**config.mk**
```make
export PLATFORM = sky130hd
export DESIGN_NAME = bgst_ctrl
export DESIGN_NICKNAME = d
export VERILOG_FILES = /design/src/bgst_pkg.sv /design/src/bgst_ctrl.sv
export SDC_FILE = /design/constraint.sdc
export NUM_CORES = 1
export LEC_CHECK = 0
export BUFFER_PORTS_ARGS = -buffer_cell sky130_fd_sc_hd__buf_2
export CAP_MARGIN = 15
export CORE_UTILIZATION = 40
export CTS_CLUSTER_DIAMETER = 50
export DETAILED_ROUTE_END_ITERATION = 10
export GPL_ROUTABILITY_DRIVEN = 0
export GPL_TIMING_DRIVEN = 0
export PLACE_DENSITY_LB_ADDON = 0.08
export SETUP_SLACK_MARGIN = 0.15
export SLEW_MARGIN = 10
export SYNTH_ARGS = -nofsm -noshare
export SYNTH_HDL_FRONTEND = slang
export SYNTH_SLANG_ARGS = --single-unit
```
**constraint.sdc**
```tcl
create_clock -name clk_i -period 8.04 [get_ports clk_i]
set_input_delay 2.01 -clock clk_i [delete_from_list [all_inputs] [get_ports clk_i]]
set_output_delay 2.01 -clock clk_i [all_outputs]
set_load 0.02 [all_outputs]
```
**src/bgst_pkg.sv**
```systemverilog
// Package for the growable stack table: operation and status codes,
// field widths and the control bundle passed from the controller to the top.
// No dependencies.
`default_nettype none

package bgst_pkg;

  // Widths of the request and result fields.
  localparam int unsigned CountW = 11;
  localparam int unsigned DataW  = 32;

  // Register indexes of the configuration port.
  localparam logic CfgInitCap   = 1'b0;
  localparam logic CfgBlockSize = 1'b1;

  // Reset values of the configuration registers.
  localparam logic [CountW-1:0] InitCapReset   = 11'd16;
  localparam logic [CountW-1:0] BlockSizeReset = 11'd16;

  typedef logic [CountW-1:0] count_t;
  typedef logic [DataW-1:0]  data_t;

  typedef enum logic [1:0] {
    MODE_APPEND = 2'd0,
    MODE_REMOVE = 2'd1,
    MODE_GET    = 2'd2,
    MODE_SET    = 2'd3
  } mode_e;

  typedef enum logic [2:0] {
    ST_OK          = 3'd0,
    ST_OVERFLOW    = 3'd1,
    ST_GROW_FAILED = 3'd2,
    ST_UNDERFLOW   = 3'd3,
    ST_WRONG_INDEX = 3'd4
  } status_e;

  // Decision for one request: what the memory does and the new counters.
  typedef struct packed {
    status_e status;
    logic    wr_en;
    logic    rd_en;
    count_t  count;
    count_t  cap;
  } bgst_ctl_t;

endpackage

`default_nettype wire

```
**src/bgst_ctrl.sv**
```systemverilog
// Controller of the growable stack table: configuration registers, count and
// capacity, and the per-request decision. Depends on bgst_pkg.
`default_nettype none

module bgst_ctrl import bgst_pkg::*; #(
  parameter int unsigned DEPTH = 1024,
  parameter int unsigned AddrW = $clog2(DEPTH)
) (
  input  wire logic              clk_i,
  input  wire logic              rst_ni,
  input  wire logic              cfg_we_i,
  input  wire logic              cfg_idx_i,
  input  wire count_t            cfg_data_i,
  input  wire logic              advance_i,
  input  wire mode_e             mode_i,
  input  wire count_t            index_i,
  output bgst_ctl_t              ctl_o,
  output logic       [AddrW-1:0] addr_o
);

  // Arithmetic width: holds DEPTH, a sum of two counters and twice a block.
  localparam int unsigned SumW =
      ($clog2(DEPTH + 1) + 1 > CountW + 1) ? $clog2(DEPTH + 1) + 1 : CountW + 1;
  localparam logic [SumW-1:0] DepthW = SumW'(DEPTH);
  localparam logic [SumW-1:0] ResetCapW =
      (SumW'(InitCapReset) > DepthW) ? DepthW : SumW'(InitCapReset);

  count_t init_cap_q, block_q, count_q, cap_q;
  count_t count_d, cap_d;

  logic [SumW-1:0] cnt_w, cap_w, blk_w, init_w, idx_w;
  logic [SumW-1:0] floor_w, cfg_w, cfg_clamp_w;
  logic [SumW-1:0] cnt_n_w, cap_n_w, addr_w;

  always_comb begin
    cnt_w   = SumW'(count_q);
    cap_w   = SumW'(cap_q);
    blk_w   = SumW'(block_q);
    init_w  = SumW'(init_cap_q);
    idx_w   = SumW'(index_i);
    floor_w = (init_w > DepthW) ? DepthW : init_w;
    cfg_w   = SumW'(cfg_data_i);
    cfg_clamp_w = (cfg_w > DepthW) ? DepthW : cfg_w;
  end

  // Decide status, memory access and new counters for the held request.
  always_comb begin
    ctl_o.status = ST_OK;
    ctl_o.wr_en  = 1'b0;
    ctl_o.rd_en  = 1'b0;
    cnt_n_w      = cnt_w;
    cap_n_w      = cap_w;
    addr_w       = cnt_w;
    unique case (mode_i)
      MODE_APPEND: begin
        if (cnt_w < cap_w) begin
          ctl_o.wr_en = 1'b1;
          cnt_n_w     = cnt_w + 1'b1;
        end else if (block_q == '0) begin
          ctl_o.status = ST_OVERFLOW;
        end else if (cap_w + blk_w > DepthW) begin
          ctl_o.status = ST_GROW_FAILED;
        end else begin
          cap_n_w = cap_w + blk_w;
          if (cnt_w < DepthW) begin
            ctl_o.wr_en = 1'b1;
            cnt_n_w     = cnt_w + 1'b1;
          end
        end
      end
      MODE_REMOVE: begin
        if (count_q == '0) begin
          ctl_o.status = ST_UNDERFLOW;
        end else begin
          cnt_n_w     = cnt_w - 1'b1;
          addr_w      = cnt_w - 1'b1;
          ctl_o.rd_en = 1'b1;
          // Give back one block when enough room is free above the floor.
          if (cap_w >= blk_w && cap_w - blk_w >= floor_w &&
              cap_w - (cnt_w - 1'b1) >= (blk_w << 1)) begin
            cap_n_w = cap_w - blk_w;
          end
        end
      end
      MODE_GET, MODE_SET: begin
        addr_w = idx_w - 1'b1;
        if (index_i == '0 || idx_w > cnt_w || idx_w > DepthW) begin
          ctl_o.status = ST_WRONG_INDEX;
        end else if (mode_i == MODE_GET) begin
          ctl_o.rd_en = 1'b1;
        end else begin
          ctl_o.wr_en = 1'b1;
        end
      end
      default: begin
        ctl_o.status = ST_OK;
      end
    endcase
    ctl_o.count = cnt_n_w[CountW-1:0];
    ctl_o.cap   = cap_n_w[CountW-1:0];
    addr_o      = addr_w[AddrW-1:0];
  end

  // Writes of initial_capacity re-create the table; with no configuration write, take the decision.
  always_comb begin
    count_d = count_q;
    cap_d   = cap_q;
    if (cfg_we_i) begin
      if (cfg_idx_i == CfgInitCap) begin
        count_d = '0;
        cap_d   = cfg_clamp_w[CountW-1:0];
      end
    end else if (advance_i) begin
      count_d = ctl_o.count;
      cap_d   = ctl_o.cap;
    end
  end

  always_ff @(posedge clk_i or negedge rst_ni) begin
    if (!rst_ni) begin
      init_cap_q <= InitCapReset;
      block_q    <= BlockSizeReset;
      count_q    <= '0;
      cap_q      <= ResetCapW[CountW-1:0];
    end else begin
      count_q <= count_d;
      cap_q   <= cap_d;
      if (cfg_we_i && cfg_idx_i == CfgInitCap) begin
        init_cap_q <= cfg_data_i;
      end
      if (cfg_we_i && cfg_idx_i == CfgBlockSize) begin
        block_q <= cfg_data_i;
      end
    end
  end

endmodule

`default_nettype wire

```
==> results of run 1 <==
per-layer routing:
| metal | GRT usage, % | part of all wire (%) | vias up | routed length, um |
|---|---|---|---|---|
| li1 | - | - | 3053 | - |
| met3 | 7.01 | 11 | 25 | 2360 |
| met5 | 0 | 0 | - | 0 |
| met1 | 40.1 | 46 | 3114 | 10100 |
| met2 | 40.7 | 42 | 312 | 9330 |
| met4 | 6.87 | 1.3 | 0 | 284 |
power groups by stage:
stage               combinational [mW]  clock, mW  sequential, mW
finish                            1.96      0.254           0.334
floorplan                         1.37          0           0.308
CTS                               1.90      0.254           0.332
global placement                  1.82          0           0.335
global route                      2.15      0.264           0.340
detailed placement                1.86          0           0.336
logic make-up (layout without fill, tap and decap cells):
group	count (synthesis)	after routing	synth area share, %
AND/OR/NAND/NOR	294	294	24.1
flip-flops	44	44	17.9
buffers and inverters	99	178	6.30
AO/OA/AOI/OAI	216	216	25.0
multiplexers	23	23	3.94
adder cells (fa/ha/maj)	84	84	17.4
XOR/XNOR	37	37	5.26
final timing paths:
| path | from | to | depth (start not counted) |
|---|---|---|---|
| max in group asynchronous | rst_ni | init_cap_q[4] | 2 |
| setup / recovery | count_q[0] | ctl_o[4] | 26 |
| setup reg to reg | count_q[0] | cap_q[8] | 24 |
| hold / removal | init_cap_q[4] | init_cap_q[4] | 2 |
| min in group asynchronous | rst_ni | cap_q[9] | 1 |
| hold reg to reg | init_cap_q[4] | init_cap_q[4] | 2 |
registers in the layout (all words and copies together), names as in the netlist:
signal / cells
count_q: 11
block_q: 11
cap_q: 11
init_cap_q: 11
timing repair:
| action | CTS | global route |
|---|---|---|
| gates resized for setup | 10 | 16 |
| buffers inserted | 1 | 4 |
| endpoints found under the setup margin | 11 | 11 |
| pin swaps | 1 | 4 |
| gates cloned | 0 | 0 |
| endpoints found under the hold margin | 0 | 0 |
worst min-delay path: cells and delay by family (launching register included):
| kind | cells | cell delay (ns) |
|---|---|---|
| DFF | 1 | 0.38 |
| and+or+nand+nor | 2 | 0.10 |
cells in the final DEF, fill, tap and decap left out, drive strengths merged, types with 4 or more instances in the layout:
| master | instances |
|---|---|
| ha | 81 |
| buf | 78 |
| o31ai | 5 |
| mux2i | 13 |
| a21boi | 4 |
| a221o | 7 |
| o21a | 9 |
| xnor2 | 29 |
| nand4 | 6 |
| xor2 | 8 |
| a22o | 8 |
| a211o | 5 |
| nor4 | 14 |
| a211oi | 8 |
| or3 | 8 |
| a21o | 23 |
| nand3b | 4 |
| nor3 | 26 |
| nand3 | 17 |
| and3 | 7 |
| nor2 | 67 |
| a221oi | 5 |
| inv | 61 |
| o2111ai | 4 |
| clkbuf | 37 |
| and2 | 5 |
| nor2b | 15 |
| nand2 | 90 |
| o21ai | 40 |
| o311ai | 4 |
| a22oi | 7 |
| mux2 | 10 |
| dfrtp | 41 |
| a21oi | 40 |
| a31oi | 15 |
| o211ai | 5 |
| o22ai | 4 |
| nand2b | 18 |
layout make-up:
class	instances	area share, %
repair buffers	71	5.45
multi-input cells	654	67.3
inverters	60	3.21
well taps	184	3.28
clock inverters	3	0.659
plain buffers	39	2.55
flip-flops and latches	44	15.7
clock buffers	5	1.78
==> qor.csv, run 1 <==
metric,value,unit
status,"complete, no violations",
Synth area leaders,"dfrtp_1 17%, ha_1 16%, nand2_1 5.5%, xnor2_1 4.1%, nor2_1 4.0%",
dpl cell area,6720,sq um
"count leader, synth",nand2_1,
DRT Wirelength,22100,um
Slew Limit Headroom,41.5,%
FMAX,0.132,GHz
via/cell ratio,6.14,
Worst Path Buf+Inv,5,
buffer depth of the longest clock path,2,
Mapped Cells,797,
largest net degree at the start of global routing,45,
first-pass GRT wire length,33800,um
Switch Pwr,1.36,mW
Vias,6504,
max_cap viols,0,
initial antenna violation count,0,
"Reg clk slew, reported paths",0.07,ns
core area,14800,sq um
# setup viols final,0,
Leakage,3.26,nW
antenna cells,0,
Placed Instances,1046,
Initial DRC Count,706,
Fillers,1524,
CP Class,reg2out,
Worst R2R Setup Slack,2.39,ns
CTS root buf,clkbuf_16,
worst skew pair latency,0.30,ns
Hold WS,0.473,ns
fraction of layout cells with a size suffix above 1,15.0,%
H-tree Lvls,2,
RSZ-0062 raised after global routing,no,
total DRC errors in the routed layout,0,
Clock power frac,10.0,%
sequential share of the synthesized area,17.9,%
power per standard cell area,362,nW/um^2
Synth Flop Type,dfrtp_1,
Yosys cell types,79,
Fin Clk Skew,0.00597,ns
Max IR drop VDD,0.154,mV
die area,15900,sq um
Worst Setup End Kind,primary output,
sum of negative setup slack,0,ns
cell area after layout,7020,sq um
slowest CP cell,dfrtp_1,
"FF+latch count, synth",44,
"delay-heaviest family, CP",compound AO/OA/AOI/OAI gates,
CTS Sinks,44,
Flop pwr share,13.1,%
Post-synth top cells,"90 x nand2_1, 81 x ha_1, 65 x nor2_1",
"area leader, netlist",dfrtp_1,
Worst Max-Slew Pin Slew,0.874,ns
FF/Latch Area,1100,sq um
Multi-input gate area,4730,sq um
crit path DAT,5.59,ns
area added between synthesis and finish,14.0,%
PortBufs,65,
Hold WC Path Type,reg2reg,
endpoints failing hold,0,
Net Sw Frac,53.3,%
Pre-antenna DRT Iters,6,
Final Critical Period,7.60,ns
CP peak stage delay,0.39,ns
Cell Rows,44,
syn nets,910,
Worst setup SP type,register,
Tot GR Track Use,27.7,%
Layout Nets,988,
"EDFF count, synth",0,
Starting Density,41.7,%
final setup margin,0.440,ns
CP max FO,8,
TritonCTS Buffers,5,
Final Max Slew Viols,0,
Finished Layout Cells,1060,
post-route antenna net violation count,0,
Yosys top cell area share,16.7,%
fin util,47.6,%
Mapped Area,6160,sq um
hold_buf cts,0,
critical path required time,6.03,ns
Die Wd,126,um
cell mode on critical path,a21o_1,
Internal Power,1.19,mW
post-route clock period utilization,94.5,%
number of global-route vias before repair,6010,
WL per Instance,20.8,um
Die Y,126,um
Place WS,-0.299,ns
Comb pwr share,76.9,%
Yosys warnings,0,
post-DP HPWL,18000,um
I/O Pins,66,
CTS tree,built,
grt ovf,0,
mean post-synth cell area,7.73,sq um
"Power, Total",2.55,mW
asr flop ratio synth,100,%
Power figures use the tool's default switching activity.
==> inputs of run 2 (changes only) <==
--- a/config.mk
+++ b/config.mk
@@ -7,6 +7,7 @@
 export LEC_CHECK = 0
 export BUFFER_PORTS_ARGS = -buffer_cell sky130_fd_sc_hd__buf_2
 export CAP_MARGIN = 15
+export CORE_ASPECT_RATIO = 0.8
 export CORE_UTILIZATION = 40
 export CTS_CLUSTER_DIAMETER = 50
 export DETAILED_ROUTE_END_ITERATION = 10
==> run 2 against run 1 <==
Compared with the run above: worst hold slack worse by 0.0092 ns; clock skew barely moved; first-iteration DRC count shrank 9.5%; global-route usage grew 1.2 points; sequential share of layout area decreased by 0.17 points; setup slack worse by 0.030 ns; via count decreased by 0.11%.
==> qor.csv, run 2 (synthesized netlist as in run 1, its figures left out) <==
metric,value,unit
"Reg clk slew, reported paths",0.07,ns
most frequent cells in the layout,"90 x nand2_1, 80 x ha_1, 66 x buf_2",
antenna cells,0,
Final Max Slew Viols,0,
I/O Pins,66,
first-pass GRT wire length,34800,um
Hold WC Path Type,reg2reg,
crit path DAT,5.62,ns
Slew Limit Headroom,20.2,%
"most common cell after layout, fill and taps aside",nand2_1,
CP Class,reg2out,
CTS root buf,clkbuf_16,
CTS tree,built,
endpoints failing hold,0,
Die Wd,141,um
RSZ-0062 raised after global routing,no,
Vias,6497,
total DRC errors in the routed layout,0,
via/cell ratio,6.05,
largest net degree at the start of global routing,45,
number of global-route vias before repair,6075,
max_cap viols,0,
Tot GR Track Use,28.9,%
Die Y,113,um
GR Util met3,7.58,%
Worst setup SP type,register,
TritonCTS Buffers,5,
"Power, Total",2.61,mW
post-route clock period utilization,94.9,%
grt peak-use layer,met1,
CTS Sinks,44,
Fillers,1510,
Final Critical Period,7.63,ns
Layout Nets,996,
post-route antenna net violation count,0,
fraction of layout cells with a size suffix above 1,15.8,%
WL per Instance,21.2,um
worst skew pair latency,0.31,ns
Worst Setup End Kind,primary output,
Pre-antenna DRT Iters,5,
CP max FO,8,
routing usage on met2,40.5,%
Max IR drop VDD,0.190,mV
power per standard cell area,367,nW/um^2
H-tree Lvls,2,
area added between synthesis and finish,15.3,%
status,"complete, no violations",
# setup viols final,0,
Starting Density,41.0,%
buffer depth of the longest clock path,2,
post-DP HPWL,18100,um
FMAX,0.131,GHz
die area,15900,sq um
Leakage,3.29,nW
Cell Rows,40,
DRT Wirelength,22800,um
Worst Max-Slew Pin Slew,1.18,ns
Hold WS,0.464,ns
initial antenna violation count,0,
critical path required time,6.03,ns
grt ovf,0,
hold_buf cts,0,
Initial DRC Count,639,
core area,15000,sq um
Fin Clk Skew,0.00622,ns
PortBufs,65,
met1 usage,44.1,%
-- run 2: repair_timing --
item | 4_1_cts | 5_1_grt
gates resized for setup | 10 | 15
gates cloned | 0 | 0
pin swaps | 2 | 5
buffers inserted | 2 | 11
endpoints found under the setup margin | 11 | 11
-- run 2: metal layers --
layer  share of wire (%)  vias to the layer above  wire, um
met5                   0                        -         0
met4                0.87                        0       198
met3                 9.7                       13      2210
met2                  40                      260      9180
met1                  49                     3157     11200
li1                    -                     3067         -
-- run 2: worst paths after layout --
check | depth (start not counted) | slack [ns] | to | from
min reg2reg | 2 | 0.46 | init_cap_q[4] | init_cap_q[4]
max reg2reg | 24 | 2.13 | cap_q[8] | count_q[0]
min | 2 | 0.46 | init_cap_q[4] | init_cap_q[4]
min in group asynchronous | 1 | 1.72 | init_cap_q[2] | rst_ni
max | 26 | 0.41 | ctl_o[4] | count_q[0]
max in group asynchronous | 2 | 5.77 | count_q[8] | rst_ni
-- run 2: stage by stage --
| step | cell area (sq um) | std cells | worst slack (ns) | setup TNS (ns) | utilization [%] |
|---|---|---|---|---|---|
| after floorplan | 6160 | 797 | 0.977 | 0 | - |
| after global routing | 7100 | 1073 | 0.118 | 0 | 47.3 |
| final | 7100 | 1073 | 0.410 | 0 | 47.3 |
| after detailed placement | 6720 | 1051 | -0.460 | -2.64 | 44.8 |
| after CTS | 6950 | 1061 | 0.166 | 0 | 46.3 |
| after global placement | 6720 | 1051 | -0.334 | -1.94 | 44.8 |
-- run 2: final cells by class --
type / instances / area [sq um] / share of cell area (%)
Multi-Input combinational cell: 654 / 4730 / 66.7
Sequential cell: 44 / 1100 / 15.6
Timing Repair Buffer: 79 / 450 / 6.34
Tap cell: 189 / 236 / 3.33
Inverter: 60 / 229 / 3.23
Buffer: 39 / 175 / 2.47
Clock buffer: 5 / 125 / 1.76
Clock inverter: 3 / 46.3 / 0.652
-- run 2: critical path, cell delays in order, from the launching register on --
cell	delay [ns]
dfrtp_1	0.37
buf_6	0.16
clkinvlp_4	0.14
ha_4	0.22
xnor2_1	0.13
ha_1	0.31
nor2b_1	0.14
o21ai_0	0.18
nand2b_1	0.13
a21o_1	0.21
a21o_1	0.23
a21o_1	0.19
a21o_1	0.22
a2111oi_2	0.36
nand3b_1	0.17
ha_1	0.14
nand4_1	0.14
nor2_2	0.14
o21ai_0	0.13
o211ai_1	0.21
o2111ai_2	0.24
or2_4	0.34
a21o_1	0.20
a222oi_1	0.24
buf_4	0.18
inv_1	0.04
buf_2	0.14
-- run 2: power by group --
group	switching [mW]	internal, mW
clock network	0.106	0.148
logic	1.21	0.808
registers	0.0647	0.265
total	1.38	1.22
==> inputs of run 3 (changes only) <==
--- a/config.mk
+++ b/config.mk
@@ -5,6 +5,7 @@
 export SDC_FILE = /design/constraint.sdc
 export NUM_CORES = 1
 export LEC_CHECK = 0
+export ABC_AREA = 1
 export BUFFER_PORTS_ARGS = -buffer_cell sky130_fd_sc_hd__buf_2
 export CAP_MARGIN = 15
 export CORE_ASPECT_RATIO = 0.8
==> run 3 against run 2 <==
Compared with the run above: global-route usage fell by 1.3 points; area after synthesis rose by 1.6%; die area rose by 1.6%; sequential cell count did not move; register-to-register slack improved by 0.71 ns; synthesized cell count rose by 24%; count of clock-buffer cells in the layout rose by 1; final cell count rose by 18%; final area fell by 1.2%; core utilization fell by 1.0 points; power fell by 27%; highest routed layer unchanged.
==> qor.csv, run 3 <==
metric,value,unit
crit path DAT,5.43,ns
Flop pwr share,17.4,%
"count leader, synth",nand2_1,
post-route clock period utilization,92.5,%
Max IR drop VDD,0.147,mV
post-route antenna net violation count,0,
Net Sw Frac,53.8,%
# setup viols final,0,
Synth area leaders,"dfrtp_1 16%, nand2_1 16%, ha_1 16%, inv_1 7.3%, nand3_1 5.3%",
H-tree Lvls,2,
"most common cell after layout, fill and taps aside",nand2_1,
worst skew pair latency,0.29,ns
grt ovf,0,
M1 wire length,11500,um
CTS Sinks,44,
Hold EP,init_cap_q[10],
FF/Latch Area,1110,sq um
slowest CP cell,dfrtp_2,
Cell Rows,40,
sum of negative setup slack,0,ns
worst setup path start,count_q[0],
Worst Max-Slew Pin Slew,1.00,ns
fraction of layout cells with a size suffix above 1,11.8,%
CP max FO,8,
WL per Instance,17.2,um
critical path required time,6.03,ns
"EDFF count, synth",0,
cells on worst reg2reg path,30,
cell mode on critical path,nand2_1,
Slew Limit Headroom,33.2,%
number of global-route vias before repair,6097,
CP peak stage delay,0.50,ns
hold_buf cts,0,
CP Class,reg2out,
Vias,6757,
antenna cells,0,
post-DP HPWL,18000,um
most frequent cells in the layout,"272 x nand2_1, 122 x inv_1, 87 x nor2_1",
Worst Hold Path Cells,2,
Worst setup SP type,register,
syn nets,1101,
Finished Layout Cells,1271,
top routing layer in use,met4,
Multi-input gate area,4430,sq um
RR Startpoint,count_q[0],
Initial DRC Count,627,
via/cell ratio,5.32,
Leakage,3.75,nW
Placed Instances,1263,
Comb pwr share,70.5,%
Fillers,1647,
buffer depth of the longest clock path,2,
Tot GR Track Use,27.7,%
FMAX,0.134,GHz
Starting Density,41.3,%
Mapped Area,6260,sq um
Worst Hold Launch,init_cap_q[10],
Synth Flop Type,dfrtp_1,
Worst R2R Setup Slack,2.84,ns
PortBufs,65,
TritonCTS Buffers,5,
max_cap viols,0,
"Reg clk slew, reported paths",0.06,ns
"FF+latch count, synth",44,
power per standard cell area,272,nW/um^2
Die Y,114,um
Layout Nets,1173,
core area,15200,sq um
Yosys top cell area share,16.4,%
CTS root buf,clkbuf_16,
total DRC errors in the routed layout,0,
status,"complete, no violations",
Final Max Slew Viols,0,
mean post-synth cell area,6.34,sq um
first-pass GRT wire length,33900,um
Mapped Cells,988,
area added between synthesis and finish,12.0,%
Clock power frac,12.1,%
Final Critical Period,7.44,ns
largest net degree at the start of global routing,45,
"Power, Total",1.91,mW
endpoints failing hold,0,
I/O Pins,66,
Pre-antenna DRT Iters,5,
Yosys cell types,48,
RSZ-0062 raised after global routing,no,
"Setup Fix Bufs, Post-CTS",0,
Die Wd,142,um
DRT Wirelength,21900,um
WL met2,8180,um
Post-synth top cells,"272 x nand2_1, 122 x inv_1, 87 x nor2_1",
Hold WC Path Type,reg2reg,
reg-to-reg endpoint,cap_q[10],
Yosys warnings,0,
Internal Power,0.881,mW
sequential share of the synthesized area,17.6,%
Fin Clk Skew,0.00428,ns
Switch Pwr,1.03,mW
CTS tree,built,
die area,16200,sq um
"area leader, netlist",dfrtp_1,
initial antenna violation count,0,
Met3 Wirelength,1900,um
asr flop ratio synth,100,%
Worst Setup End Kind,primary output,
-- run 3: cell count changes in the layout (fill, tap and decap cells not counted), moves of 19 or more --
cell     before  now
a21o_1       23    3
a21oi_1      39   63
inv_1        58  122
nand2_1      90  272
nand3_1      17   66
nor2_1       64   87
xnor2_1      29    8
xor2_1        8   27
-- run 3: worst max-delay path by stage --
stage                end  slack [ns]  cells after the start
2_1_floorplan   ctl_o[0]        2.06                     27
6_report       ctl_o[10]        0.60                     29
4_1_cts        ctl_o[10]        0.61                     29
3_3_place_gp   ctl_o[10]        0.98                     29
5_1_grt        ctl_o[10]        0.21                     29
3_5_place_dp   ctl_o[10]        0.94                     29
-- run 3: kinds of logic (layout without fill, tap and decap cells) --
family / Yosys count / count (layout) / share of synthesized area (%)
buffers and inverters: 173 / 246 / 11.6
AO/OA/AOI/OAI: 172 / 172 / 16.2
XOR/XNOR: 35 / 35 / 4.90
adder cells (fa/ha/maj): 84 / 84 / 17.1
flip-flops: 44 / 44 / 17.6
AND/OR/NAND/NOR: 480 / 480 / 32.6
-- run 3: critical path: cells and delay by family (launching register included) --
kind / cells / cell delay, ns
and+or+nand+nor: 13 / 1.49
AOI/OAI and AO/OA: 6 / 1.19
adders and majority gates: 3 / 0.89
buffers and inverters: 5 / 0.66
DFF: 1 / 0.50
xor gates and xnor gates: 2 / 0.41
-- run 3: per-layer routing --
| metal | global-route usage, % | up-vias |
|---|---|---|
| li1 | - | 3385 |
| met5 | 0 | - |
| met4 | 6.81 | 0 |
| met3 | 3.95 | 25 |
| met1 | 44.9 | 3061 |
| met2 | 36.9 | 286 |
-- run 3: stage by stage --
stage | util (%) | hold slack [ns] | cell area [sq um] | worst slack (ns)
floorplan | - | 0.453 | 6260 | 2.06
global placement | 45.2 | 0.470 | 6850 | 0.975
detailed placement | 45.2 | 0.475 | 6850 | 0.941
CTS | 46.2 | 0.490 | 7010 | 0.612
global route | 46.3 | 0.535 | 7010 | 0.209
finish | 46.3 | 0.484 | 7010 | 0.604
-- run 3: cell type report --
type                       instances  area share [%]
multi-input combinational        771            63.2
sequential                        44            15.8
inverter                         137            7.33
timing repair buffer              65            4.64
tap                              210            3.75
buffer                            36            2.98
clock buffer                       6            1.84
clock inverter                     2           0.499
-- run 3: power by group through the flow --
stage / Clock [mW] / Sequential, mW / Combinational (mW)
after global placement: 0 / 0.332 / 1.31
after CTS: 0.234 / 0.328 / 1.33
after global routing: 0.241 / 0.334 / 1.52
after detailed placement: 0 / 0.332 / 1.32
final: 0.231 / 0.331 / 1.34
after floorplan: 0 / 0.293 / 0.991
-- run 3: timing repair --
item                       in CTS  in global routing
gates resized for setup         0                  1
hold endpoints to repair        0                  0
setup endpoints to repair       0                  2
